$ cat config.mk
export PLATFORM = sky130hd
export DESIGN_NAME = http_byte_range_parser
export DESIGN_NICKNAME = d
export VERILOG_FILES = /design/src/hw/rtl/brp_pkg.sv /design/src/hw/rtl/brp_front.sv /design/src/hw/rtl/brp_queue.sv /design/src/hw/rtl/brp_back.sv /design/src/hw/rtl/http_byte_range_parser.sv
export SDC_FILE = /design/constraint.sdc
export NUM_CORES = 2
export LEC_CHECK = 0
export BUFFER_PORTS_ARGS = -buffer_cell sky130_fd_sc_hd__buf_2
export CAP_MARGIN = 40
export CORE_UTILIZATION = 60
export CTS_CLUSTER_DIAMETER = 40
export DETAILED_ROUTE_END_ITERATION = 7
export PLACE_DENSITY = 0.79
export SLEW_MARGIN = 20
export SYNTH_ARGS = -nofsm -noshare
export SYNTH_HDL_FRONTEND = slang
export SYNTH_SLANG_ARGS = --single-unit
$ cat constraint.sdc
create_clock -name clk -period 17.3 [get_ports clk]
set_input_delay 3.46 -clock clk [delete_from_list [all_inputs] [get_ports clk]]
set_output_delay 3.46 -clock clk [all_outputs]
set_load 0.01 [all_outputs]
$ cat src/hw/rtl/brp_pkg.sv
// shared types, constants and helpers for the byte range parser
`default_nettype none

package brp_pkg;

  localparam int unsigned BYTE_W = 8;
  localparam int unsigned LEN_W  = 63;
  localparam int unsigned LAST_W = 64;

  localparam logic [2:0] PREFIX_LEN = 3'd6;

  localparam logic [BYTE_W-1:0] CHAR_DASH  = 8'h2d;
  localparam logic [BYTE_W-1:0] CHAR_ZERO  = 8'h30;
  localparam logic [BYTE_W-1:0] CHAR_NINE  = 8'h39;

  typedef enum logic [1:0] {
    PH_PREFIX,
    PH_FIRST,
    PH_SECOND
  } parse_phase_t;

  // one finished header, handed from the parser to the evaluator
  typedef struct packed {
    logic              bad;
    logic              in_second;
    logic              suffix;
    logic              first_has;
    logic              second_has;
    logic [LEN_W-1:0]  first_num;
    logic [LEN_W-1:0]  second_num;
    logic [LEN_W-1:0]  file_length;
  } brp_req_t;

  // expected character of "bytes=" at each position
  function automatic logic [BYTE_W-1:0] prefix_char(input logic [2:0] pos);
    logic [BYTE_W-1:0] ch;
    case (pos)
      3'd0:    ch = 8'h62;
      3'd1:    ch = 8'h79;
      3'd2:    ch = 8'h74;
      3'd3:    ch = 8'h65;
      3'd4:    ch = 8'h73;
      3'd5:    ch = 8'h3d;
      default: ch = 8'h00;
    endcase
    return ch;
  endfunction

endpackage

`default_nettype wire

$ cat src/hw/rtl/brp_front.sv
// byte parser: walks the prefix, accumulates both numbers, emits a request per header
`default_nettype none

module brp_front import brp_pkg::*; #(
  parameter int unsigned OFFSET_BITS = 63
) (
  input  wire logic              clk,
  input  wire logic              rst_n,
  input  wire logic              take,
  input  wire logic [BYTE_W-1:0] header_byte,
  input  wire logic              final_byte,
  input  wire logic [LEN_W-1:0]  file_length,
  output logic                   req_push,
  output brp_req_t               req
);

  localparam int unsigned W = OFFSET_BITS;

  parse_phase_t   phase_r, phase_nxt, phase_upd;
  logic [2:0]     pos_r, pos_nxt, pos_upd;
  logic [W-1:0]   first_r, first_nxt, first_upd;
  logic [W-1:0]   second_r, second_nxt, second_upd;
  logic           fhas_r, fhas_nxt, fhas_upd;
  logic           shas_r, shas_nxt, shas_upd;
  logic           suffix_r, suffix_nxt, suffix_upd;
  logic           bad_r, bad_nxt, bad_upd;

  logic           is_digit;
  logic [3:0]     digit_val;
  logic [W-1:0]   acc_in;
  logic [W+3:0]   acc_full;
  logic [W-1:0]   acc_out;

  assign is_digit  = (header_byte >= CHAR_ZERO) && (header_byte <= CHAR_NINE);
  assign digit_val = 4'(header_byte - CHAR_ZERO);

  // times ten plus digit, saturating at all ones
  assign acc_in   = (phase_r == PH_FIRST) ? first_r : second_r;
  assign acc_full = ((W+4)'(acc_in) << 3) + ((W+4)'(acc_in) << 1) + (W+4)'(digit_val);
  assign acc_out  = (acc_full[W+3:W] != 4'd0) ? {W{1'b1}} : acc_full[W-1:0];

  always_comb begin
    phase_upd  = phase_r;
    pos_upd    = pos_r;
    first_upd  = first_r;
    second_upd = second_r;
    fhas_upd   = fhas_r;
    shas_upd   = shas_r;
    suffix_upd = suffix_r;
    bad_upd    = bad_r;
    case (phase_r)
      PH_PREFIX: begin
        if (header_byte != prefix_char(pos_r)) begin
          bad_upd = 1'b1;
        end
        pos_upd = pos_r + 3'd1;
        if (pos_upd >= PREFIX_LEN) begin
          phase_upd = PH_FIRST;
        end
      end
      PH_FIRST: begin
        if (is_digit) begin
          first_upd = acc_out;
          fhas_upd  = 1'b1;
        end else if (header_byte == CHAR_DASH) begin
          if (!fhas_r) begin
            suffix_upd = 1'b1;
          end
          phase_upd = PH_SECOND;
        end else begin
          bad_upd = 1'b1;
        end
      end
      PH_SECOND: begin
        if (is_digit) begin
          second_upd = acc_out;
          shas_upd   = 1'b1;
        end else begin
          bad_upd = 1'b1;
        end
      end
      default: begin
        bad_upd = 1'b1;
      end
    endcase
  end

  always_comb begin
    phase_nxt  = phase_r;
    pos_nxt    = pos_r;
    first_nxt  = first_r;
    second_nxt = second_r;
    fhas_nxt   = fhas_r;
    shas_nxt   = shas_r;
    suffix_nxt = suffix_r;
    bad_nxt    = bad_r;
    if (take) begin
      if (final_byte) begin
        phase_nxt  = PH_PREFIX;
        pos_nxt    = 3'd0;
        first_nxt  = '0;
        second_nxt = '0;
        fhas_nxt   = 1'b0;
        shas_nxt   = 1'b0;
        suffix_nxt = 1'b0;
        bad_nxt    = 1'b0;
      end else begin
        phase_nxt  = phase_upd;
        pos_nxt    = pos_upd;
        first_nxt  = first_upd;
        second_nxt = second_upd;
        fhas_nxt   = fhas_upd;
        shas_nxt   = shas_upd;
        suffix_nxt = suffix_upd;
        bad_nxt    = bad_upd;
      end
    end
  end

  always_ff @(posedge clk) begin
    if (!rst_n) begin
      phase_r  <= PH_PREFIX;
      pos_r    <= 3'd0;
      first_r  <= '0;
      second_r <= '0;
      fhas_r   <= 1'b0;
      shas_r   <= 1'b0;
      suffix_r <= 1'b0;
      bad_r    <= 1'b0;
    end else begin
      phase_r  <= phase_nxt;
      pos_r    <= pos_nxt;
      first_r  <= first_nxt;
      second_r <= second_nxt;
      fhas_r   <= fhas_nxt;
      shas_r   <= shas_nxt;
      suffix_r <= suffix_nxt;
      bad_r    <= bad_nxt;
    end
  end

  assign req_push        = take && final_byte;
  assign req.bad         = bad_upd;
  assign req.in_second   = (phase_upd == PH_SECOND);
  assign req.suffix      = suffix_upd;
  assign req.first_has   = fhas_upd;
  assign req.second_has  = shas_upd;
  assign req.first_num   = LEN_W'(first_upd);
  assign req.second_num  = LEN_W'(second_upd);
  assign req.file_length = file_length;

endmodule

`default_nettype wire

$ cat src/hw/rtl/brp_queue.sv
// two-entry request queue between the parser and the evaluator
`default_nettype none

module brp_queue import brp_pkg::*; (
  input  wire logic     clk,
  input  wire logic     rst_n,
  input  wire logic     wr_en,
  input  wire brp_req_t wr_data,
  output logic          full,
  input  wire logic     rd_en,
  output logic          not_empty,
  output brp_req_t      rd_data
);

  localparam int unsigned DEPTH = 2;
  localparam int unsigned PTR_W = $clog2(DEPTH);

  brp_req_t              mem [DEPTH];
  logic [PTR_W-1:0]      wr_ptr_r, wr_ptr_nxt;
  logic [PTR_W-1:0]      rd_ptr_r, rd_ptr_nxt;
  logic [PTR_W:0]        count_r, count_nxt;

  assign full      = (count_r == (PTR_W+1)'(DEPTH));
  assign not_empty = (count_r != '0);
  assign rd_data   = mem[rd_ptr_r];

  always_comb begin
    wr_ptr_nxt = wr_ptr_r;
    rd_ptr_nxt = rd_ptr_r;
    count_nxt  = count_r;
    if (wr_en) begin
      wr_ptr_nxt = wr_ptr_r + 1'b1;
    end
    if (rd_en) begin
      rd_ptr_nxt = rd_ptr_r + 1'b1;
    end
    if (wr_en && !rd_en) begin
      count_nxt = count_r + 1'b1;
    end else if (rd_en && !wr_en) begin
      count_nxt = count_r - 1'b1;
    end
  end

  always_ff @(posedge clk) begin
    if (wr_en) begin
      mem[wr_ptr_r] <= wr_data;
    end
  end

  always_ff @(posedge clk) begin
    if (!rst_n) begin
      wr_ptr_r <= '0;
      rd_ptr_r <= '0;
      count_r  <= '0;
    end else begin
      wr_ptr_r <= wr_ptr_nxt;
      rd_ptr_r <= rd_ptr_nxt;
      count_r  <= count_nxt;
    end
  end

endmodule

`default_nettype wire

$ cat src/hw/rtl/brp_back.sv
// range evaluator: checks a finished header against the file length, holds the result
`default_nettype none

module brp_back import brp_pkg::*; (
  input  wire logic                clk,
  input  wire logic                rst_n,
  input  wire logic                req_avail,
  input  wire brp_req_t            req,
  output logic                     req_take,
  input  wire logic                pop,
  output logic                     empty,
  output logic                     range_valid,
  output logic [LEN_W-1:0]         range_first,
  output logic signed [LAST_W-1:0] range_last
);

  logic                     valid_r;
  logic                     ok_r, ok_nxt;
  logic [LEN_W-1:0]         first_r, first_nxt;
  logic [LAST_W-1:0]        last_r, last_nxt;

  logic [LAST_W-1:0]        len_ext;
  logic [LAST_W-1:0]        sfx_diff;
  logic [LAST_W-1:0]        end_off;
  logic                     first_lt_len;
  logic                     second_ge_first;
  logic                     second_ge_len;

  assign len_ext  = LAST_W'(req.file_length);
  // borrow out of len - n means the suffix covers the whole file
  assign sfx_diff = len_ext - LAST_W'(req.second_num);
  // wraps to all ones on an empty file
  assign end_off  = len_ext - LAST_W'(1);

  assign first_lt_len    = req.first_num < req.file_length;
  assign second_ge_first = req.second_num >= req.first_num;
  assign second_ge_len   = req.second_num >= req.file_length;

  always_comb begin
    ok_nxt    = 1'b0;
    first_nxt = '0;
    last_nxt  = '0;
    if (!req.bad && req.in_second) begin
      if (req.suffix) begin
        if (req.second_has && (req.second_num != '0)) begin
          ok_nxt    = 1'b1;
          first_nxt = sfx_diff[LAST_W-1] ? '0 : sfx_diff[LEN_W-1:0];
          last_nxt  = end_off;
        end
      end else if (req.first_has && first_lt_len) begin
        if (!req.second_has) begin
          ok_nxt    = 1'b1;
          first_nxt = req.first_num;
          last_nxt  = end_off;
        end else if (second_ge_first) begin
          ok_nxt    = 1'b1;
          first_nxt = req.first_num;
          last_nxt  = second_ge_len ? end_off : LAST_W'(req.second_num);
        end
      end
    end
  end

  // refill the output register whenever it is free or being popped
  assign req_take = req_avail && (!valid_r || pop);

  always_ff @(posedge clk) begin
    if (!rst_n) begin
      valid_r <= 1'b0;
    end else if (req_take) begin
      valid_r <= 1'b1;
    end else if (pop) begin
      valid_r <= 1'b0;
    end
  end

  always_ff @(posedge clk) begin
    if (req_take) begin
      ok_r    <= ok_nxt;
      first_r <= first_nxt;
      last_r  <= last_nxt;
    end
  end

  assign empty       = !valid_r;
  assign range_valid = ok_r;
  assign range_first = first_r;
  assign range_last  = $signed(last_r);

endmodule

`default_nettype wire

$ cat src/hw/rtl/http_byte_range_parser.sv
// top level of the streaming single-range header parser
`default_nettype none

// Takes the value of an HTTP Range header one byte per cycle and, for every
// byte marked final, gives one result: valid flag and inclusive first and last
// byte offsets of a "bytes=" single range against file_length (sampled with
// the final byte). A new byte can be taken every cycle that in_full is low;
// the parser keeps the running state and hands each finished header to a
// two-entry queue, from which the evaluator fills the output register. The
// output register is refilled in the same cycle it is popped if the queue
// holds a header, so one result per cycle drains. in_full rises only while
// the queue holds two finished headers the result side has not yet taken.
// OFFSET_BITS sets where the parsed numbers saturate.
module http_byte_range_parser import brp_pkg::*; #(
  parameter int unsigned OFFSET_BITS = 63
) (
  input  wire logic                clk,
  input  wire logic                rst_n,
  input  wire logic                in_push,
  output logic                     in_full,
  input  wire logic [BYTE_W-1:0]   in_header_byte,
  input  wire logic                in_final_byte,
  input  wire logic [LEN_W-1:0]    in_file_length,
  output logic                     out_empty,
  input  wire logic                out_pop,
  output logic                     out_range_valid,
  output logic [LEN_W-1:0]         out_range_first,
  output logic signed [LAST_W-1:0] out_range_last
);

  logic      take;
  logic      req_push;
  brp_req_t  req_in;
  brp_req_t  req_out;
  logic      q_full;
  logic      q_avail;
  logic      q_take;

  assign in_full = q_full;
  assign take    = in_push && !q_full;

  brp_front #(
    .OFFSET_BITS (OFFSET_BITS)
  ) u_front (
    .clk         (clk),
    .rst_n       (rst_n),
    .take        (take),
    .header_byte (in_header_byte),
    .final_byte  (in_final_byte),
    .file_length (in_file_length),
    .req_push    (req_push),
    .req         (req_in)
  );

  brp_queue u_queue (
    .clk       (clk),
    .rst_n     (rst_n),
    .wr_en     (req_push),
    .wr_data   (req_in),
    .full      (q_full),
    .rd_en     (q_take),
    .not_empty (q_avail),
    .rd_data   (req_out)
  );

  brp_back u_back (
    .clk         (clk),
    .rst_n       (rst_n),
    .req_avail   (q_avail),
    .req         (req_out),
    .req_take    (q_take),
    .pop         (out_pop),
    .empty       (out_empty),
    .range_valid (out_range_valid),
    .range_first (out_range_first),
    .range_last  (out_range_last)
  );

  // a rejected header carries zero offsets
  assert property (@(posedge clk) disable iff (!rst_n)
    (!out_empty && !out_range_valid) |-> (out_range_first == '0 && out_range_last == '0))
    else $error("invalid result with nonzero offsets");

  // an accepted range never ends before it starts, except the empty-file suffix
  assert property (@(posedge clk) disable iff (!rst_n)
    (!out_empty && out_range_valid && out_range_last != -64'sd1)
      |-> ($signed({1'b0, out_range_first}) <= out_range_last))
    else $error("valid range ends before its start");

  // a full queue means the output register was already loaded
  assert property (@(posedge clk) disable iff (!rst_n)
    in_full |-> !out_empty)
    else $error("queue full while output register is idle");

  // nothing waits on the result side right after reset
  assert property (@(posedge clk)
    !rst_n |=> out_empty)
    else $error("result present after reset");

endmodule

`default_nettype wire

==> After elaboration in Yosys (flattened, before gate mapping) <==
Memory sizes are Yosys's and may differ from the RTL's. A register that Yosys moved wholly into a read port is not among the register bits.
Index checks and enable logic that the tools add are counted.
{ "totals": {"reg_bits": 268, "mem_bits_rw": 388, "in_bits": 76, "memories": 1} }
{ "classes": {"addsub": 10, "order_cmp": 6, "n_eq_ne": 11, "muxes": 59, "reduce_logical": 24} }
{ "memory_table": {"columns": ["memory", "depth", "width", "rd", "rd_clocked_by_memory_dff", "write_ports", "line_no", "rtl"], "rows": [
  ["u_queue.mem", 2, 194, 1, 1, 1, "brp_queue.sv:18", "brp_req_t mem [DEPTH];"]
]} }
{ "ops": {"columns": ["operator", "n"], "rows": [
  ["two-way mux 63 bit", 14],
  ["two-way mux 64 bit", 6],
  ["greater-or-equal comparator 63 bit", 2],
  ["adder 66 x 64 -> 67 bit", 1],
  ["adder 67 x 4 -> 67 bit", 1],
  ["subtractor 63 x 1 -> 64 bit, second input constant", 1],
  ["subtractor 63 x 63 -> 64 bit", 1],
  ["less-than comparator 63 bit", 1],
  ["nonzero test 63 bit", 1],
  ["one-hot mux 7 bit (6 select lines)", 1],
  ["two-way mux 1 bit", 27],
  ["two-way mux 2 bit", 6],
  ["logical AND 1 bit", 9],
  ["== test 8 x 6 -> 1 bit, second input constant", 1],
  ["greater-or-equal comparator 8 x 6 -> 1 bit, second input constant", 1],
  ["less-or-equal comparator 8 x 6 -> 1 bit, second input constant", 1],
  ["two-way mux 8 bit", 1],
  ["inequality test 8 bit", 1],
  ["nonzero test 2 bit", 4],
  ["== test 2 bit, second input constant", 3],
  ["== test 3 x 2 -> 1 bit, second input constant", 2],
  ["== test 3 bit, second input constant", 2],
  ["two-way mux 3 bit", 2],
  ["logical NOT 1 bit", 5],
  ["15 further kinds", 16]
]} }

==> Longest topological paths before layout <==
{ "depth": {"depth_word": 9, "ltp_mapped": 27, "ltp_nobuf": 16} }

==> Hierarchy <==
From an unflattened synthesis, not the netlist that was laid out.
{ "hier_totals": {"cells_unflattened": 3903, "hier_area_um2": 40966.8} }
{ "by_module_without_submodules": {"columns": ["mod", "n_inst", "cells_per_inst", "area_per_inst_um2", "seq_area_each_um2"], "rows": [
  ["brp_queue", 1, 626, 14888.0, 11751.3],
  ["brp_back", 1, 1632, 13690.6, 3863.7],
  ["brp_front", 1, 1644, 12374.4, 2702.6],
  ["http_byte_range_parser", 1, 1, 13.8, 0.0]
]} }

==> Worst setup path before layout <==
No wires, ideal clock.
{ "synth_timing": {"path_kind": "input to register", "start": "in in_push", "end": "reg u_queue.wr_ptr_r", "setup_ns": 0.096, "arrival_time_ns": 12.537, "setup_slack_ns": 4.667, "cell_stages": 4, "path_buffers": 0, "path_cell_list": "and2_0 -> nand2_1 -> nor2_1 -> o21a_1"} }
{ "synth_via": {"elab_chain_cells": 2} }
{ "synth_lines": {"columns": ["item", "line_no", "rtl"], "rows": [
  ["start: declaration", "http_byte_range_parser.sv:19", "input wire logic in_push,"],
  ["logical AND 1 bit", "http_byte_range_parser.sv:40", "assign take = in_push && !q_full;"],
  ["logical AND 1 bit", "brp_front.sv:142", "assign req_push = take && final_byte;"],
  ["end signal: assignment", "brp_queue.sv:56", "wr_ptr_r <= wr_ptr_nxt;"],
  ["end: declaration", "brp_queue.sv:19", "logic [PTR_W-1:0] wr_ptr_r, wr_ptr_nxt;"]
]} }
No other way between the ends.
A chain may end at the register's enable or synchronous reset.

==> out/summary.json <==
{
  "status": "finished, final reports clean",
  "arrival_time_worst_endpoint_ns": 8.40,
  "endpoint_kind": "flop",
  "fill_cell_total_of_the_finished_layout": 4883,
  "crit_path_start": "in_header_byte[3]",
  "setup_tns_ns": 0,
  "post_drt_via_cell_ratio": 6.65,
  "reg2reg_slack_ns": 9.33,
  "number_of_warnings_reported_in_the_yosys_synthesis_log": 0,
  "grt_pass1_wl_um": 179000,
  "post_synthesis_compound_gate_area_fraction_pct": 18.2,
  "design.final.nets": 4414,
  "reg2regPathDepth": 19,
  "power.ir.vdd_worst_mv": 0.147,
  "synth_top_family_by_area": "compound AO/OA/AOI/OAI gates",
  "synth_area_mm2": 0.0400,
  "numClockSinks": 657,
  "drtPass1Iterations": 8,
  "detail_route.wirelength_um": 119000,
  "area_delta_synth_final_pct": 12.2,
  "fin_worst_skew_ns": 0.0328,
  "final_hold_viol_count": 0,
  "hpwlAfterDp_um": 86900,
  "post_syn_nets": 4276,
  "design.portCount": 206,
  "clkSlewWorstSetupHoldPaths_ns": 0.05,
  "synth.area.mux_share_pct": 6.69,
  "number_of_enable_type_register_cells_in_the_synthesized_netlist": 516,
  "setup.worst_path.class": "input pin to flop",
  "worst_skew_pair.late_latency_ns": 0.66,
  "timing_worst_slew_pin_value_ns": 1.01,
  "num_rows": 94,
  "final_max_slew_viol_count": 0,
  "cell_type_with_the_largest_total_area_after_synthesis": "edfxtp_1",
  "static-leakage-power_nw": 18.2,
  "first_global_vias": 30800,
  "die_height_um": 260,
  "r2r_end": "u_back.range_last[26]",
  "worstHoldPathType": "flop to flop",
  "clock_tree.root_cell": "clkbuf_16",
  "synth_cells": 3877,
  "ant_nets": 0,
  "multi_input_gate_area_in_the_final_layout_mm2": 0.0200,
  "floorplan.initialDensity_pct": 60.8,
  "synth_largest_type_area_fraction_pct": 38.7,
  "relSlewSlack_pct": 32.6,
  "grt_max_degree": 159,
  "tritoncts": "done",
  "max-cap-violations": 0,
  "synth_cell_type_count": 88,
  "setup_repair_after_global_routing_missed_its_margin": "false",
  "startpoint_type": "input pin",
  "setup.worst_path.end": "u_queue.mem[0][133]",
  "final.min_clock_period_ns": 8.07,
  "die_x_um": 260,
  "routed-via-count": 32900,
  "place.port_buffers": 205,
  "cts-resized-gates": 0,
  "max_freq_mhz": 124,
  "groute.usage.overall_pct": 34.3,
  "gpl.final_weighted_congestion": 0.980,
  "grt_antenna_before_repair": 1,
  "ys.flop_type": "edfxtp_1",
  "first_iter_violations": 4361,
  "globalRoute.totalOverflow": 0,
  "synth.yosys.seq_area_share_pct": 45.8,
  "async_reset_ff_share_pct": 0,
  "synthAdderAreaFrac_pct": 10.2,
  "fraction_of_final_layout_cells_sized_beyond_drive_strength_1_pct": 12.7,
  "cts_made_buffers": 89,
  "leading_post_synthesis_cells_by_cell_area": "edfxtp_1 (39%), ha_1 (10%), dfxtp_1 (7.1%)",
  "report.power.total_mw": 6.20,
  "hp-start": "u_front.shas_r",
  "post_synth.cell_area_avg_um2": 10.3,
  "synthXorXnorAreaFrac_pct": 4.49,
  "cp_max_fo": 87,
  "coreArea_mm2": 0.0659,
  "register_area_mm2": 0.0183,
  "worstPathRequired_ns": 17.63,
  "synthSimpleGateAreaFrac_pct": 10.0,
  "dieArea_mm2": 0.0677,
  "htree_num_levels": 3,
  "setup_violations": 0,
  "post-cts-setup-buffers": 0,
  "ys_seq_elements": 657,
  "drt_drc": 0,
  "final_cycle_utilization_of_the_critical_path_pct": 46.6,
  "detail_route.wl_per_cell_um": 24.1,
  "cts-hold-fix-buffers": 0,
  "ctsLongestPathBuffers": 3,
  "pwr_cell_area_mw_per_mm2": 138
}
cells in the final DEF (no fill, tap or decap), types with 12 or more instances in the layout:
cell	Yosys	layout
inv_6	0	13
nand2_1	158	158
o22a_1	41	41
clkinv_2	0	12
o211ai_1	21	21
nand4_1	71	71
o21bai_1	28	28
and2_1	19	18
o21a_1	23	23
nand2b_1	24	23
a21oi_1	219	219
o22ai_1	89	89
o21ai_0	231	231
buf_4	22	31
mux2i_1	189	189
or2_2	13	13
a21o_1	112	112
a211oi_1	13	13
inv_1	242	242
dfxtp_1	141	140
a31oi_1	210	210
a22oi_1	60	60
ha_1	320	320
or3_1	12	12
nor3_1	52	52
nor2_1	313	307
mux2_2	66	66
nor4_1	43	43
nand3_1	54	52
xor2_1	64	64
nor2b_1	23	23
edfxtp_1	516	516
and3_1	21	20
clkbuf_16	0	90
buf_2	41	206
xnor2_1	141	141
critical path: stages:
cell and delay, ns:
buf_2 0.14, inv_1 0.07, fa_1 0.52, inv_1 0.07
ha_1 0.31, a211oi_1 0.21, o21bai_1 0.19, o2111ai_1 0.32
a21oi_1 0.17, nor4_1 0.67, o31ai_1 0.15, nor2_1 0.23
o311ai_1 0.18, a211oi_4 0.22, buf_4 0.46, buf_4 0.74
a31oi_1 0.23
synth_stat cells, types with 6 or more instances:
master     count
o31ai_1       11
a21o_1       112
and4_1         8
nand4_1       71
dfxtp_1      141
nand2_1      158
nand2b_1      24
nor2b_1       23
nor3b_1        8
a211oi_1      13
nor2_1       313
nand3_1       54
a31oi_1      210
ha_1         320
o22ai_1       89
mux2_2        66
a221oi_1       6
buf_4         22
a21oi_1      219
o21ai_1        7
edfxtp_1     516
o211ai_1      21
o21ai_0      231
mux2i_1      189
buf_2         41
o21a_1        23
o21bai_1      28
o22a_1        41
nor4_1        43
or2_2         13
clkbuf_1     134
xnor2_1      141
a22oi_1       60
o31a_1        10
a2111oi_0      6
and2_1        19
inv_1        242
and3_1        21
xor2_1        64
a21boi_0       7
or3_1         12
nor3_1        52
sequential cells by signal, indices dropped and copies added, names as in the netlist, 2 cells and up, named ones only:
name / cells
u_queue.mem: 388
u_back.range_last: 64
u_back.range_first: 63
u_front.first_r: 63
u_front.second_r: 63
u_front.pos_r: 3
u_front.phase_r: 2
u_queue.count_r: 2
logic make-up after synthesis:
kind of cell	after synthesis
compound gates	1148
xor+xnor	205
fa+ha+maj	323
buf+inv	445
flops	657
mux	258
simple gates	841
cell type report:
type	count	area share, %
sequential	657	40.8
clock inverter	65	1.84
inverter	242	2.02
timing repair buffer	250	3.34
clock buffer	100	5.14
antenna	1	0.00557
multi-input combinational	2775	44.4
tap	864	2.41
where the power goes:
group	total, mW	internal (mW)	leakage, nW	switching, mW
sequential	1.98	1.91	6.11	0.0727
clock	1.91	1.16	1.53	0.754
combinational	2.31	0.836	10.6	1.48
total	6.20	3.90	18.2	2.30
how the worst min path moves through the flow:
stage,end,slack [ns],cells after the start
4_1_cts,u_front.shas_r,0.47,1
2_1_floorplan,u_front.shas_r,0.43,1
3_5_place_dp,u_front.shas_r,0.46,1
6_report,u_front.shas_r,0.46,1
5_1_grt,u_front.shas_r,0.49,1
3_3_place_gp,u_front.shas_r,0.45,1
layer usage:
| metal | up-vias | GRT usage [%] | wire (um) |
|---|---|---|---|
| met5 | - | 0 | 0 |
| met4 | 0 | 13.0 | 4430 |
| met3 | 244 | 6.29 | 12600 |
| met2 | 1922 | 51.7 | 52400 |
| met1 | 15800 | 49.2 | 49800 |
| li1 | 14900 | - | - |
through the flow:
step	hold slack (ns)	utilization [%]	instance area (um2)	setup slack (ns)	std cells
after floorplan	0.432	-	40000	4.67	3877
after global placement	0.445	63.1	41600	8.68	4776
after detailed placement	0.459	63.4	41800	8.63	4786
after CTS	0.470	68.2	44900	9.29	4951
after global routing	0.494	68.2	44900	8.87	4954
final	0.465	68.2	44900	9.23	4954
Power figures use the tool's default switching activity.
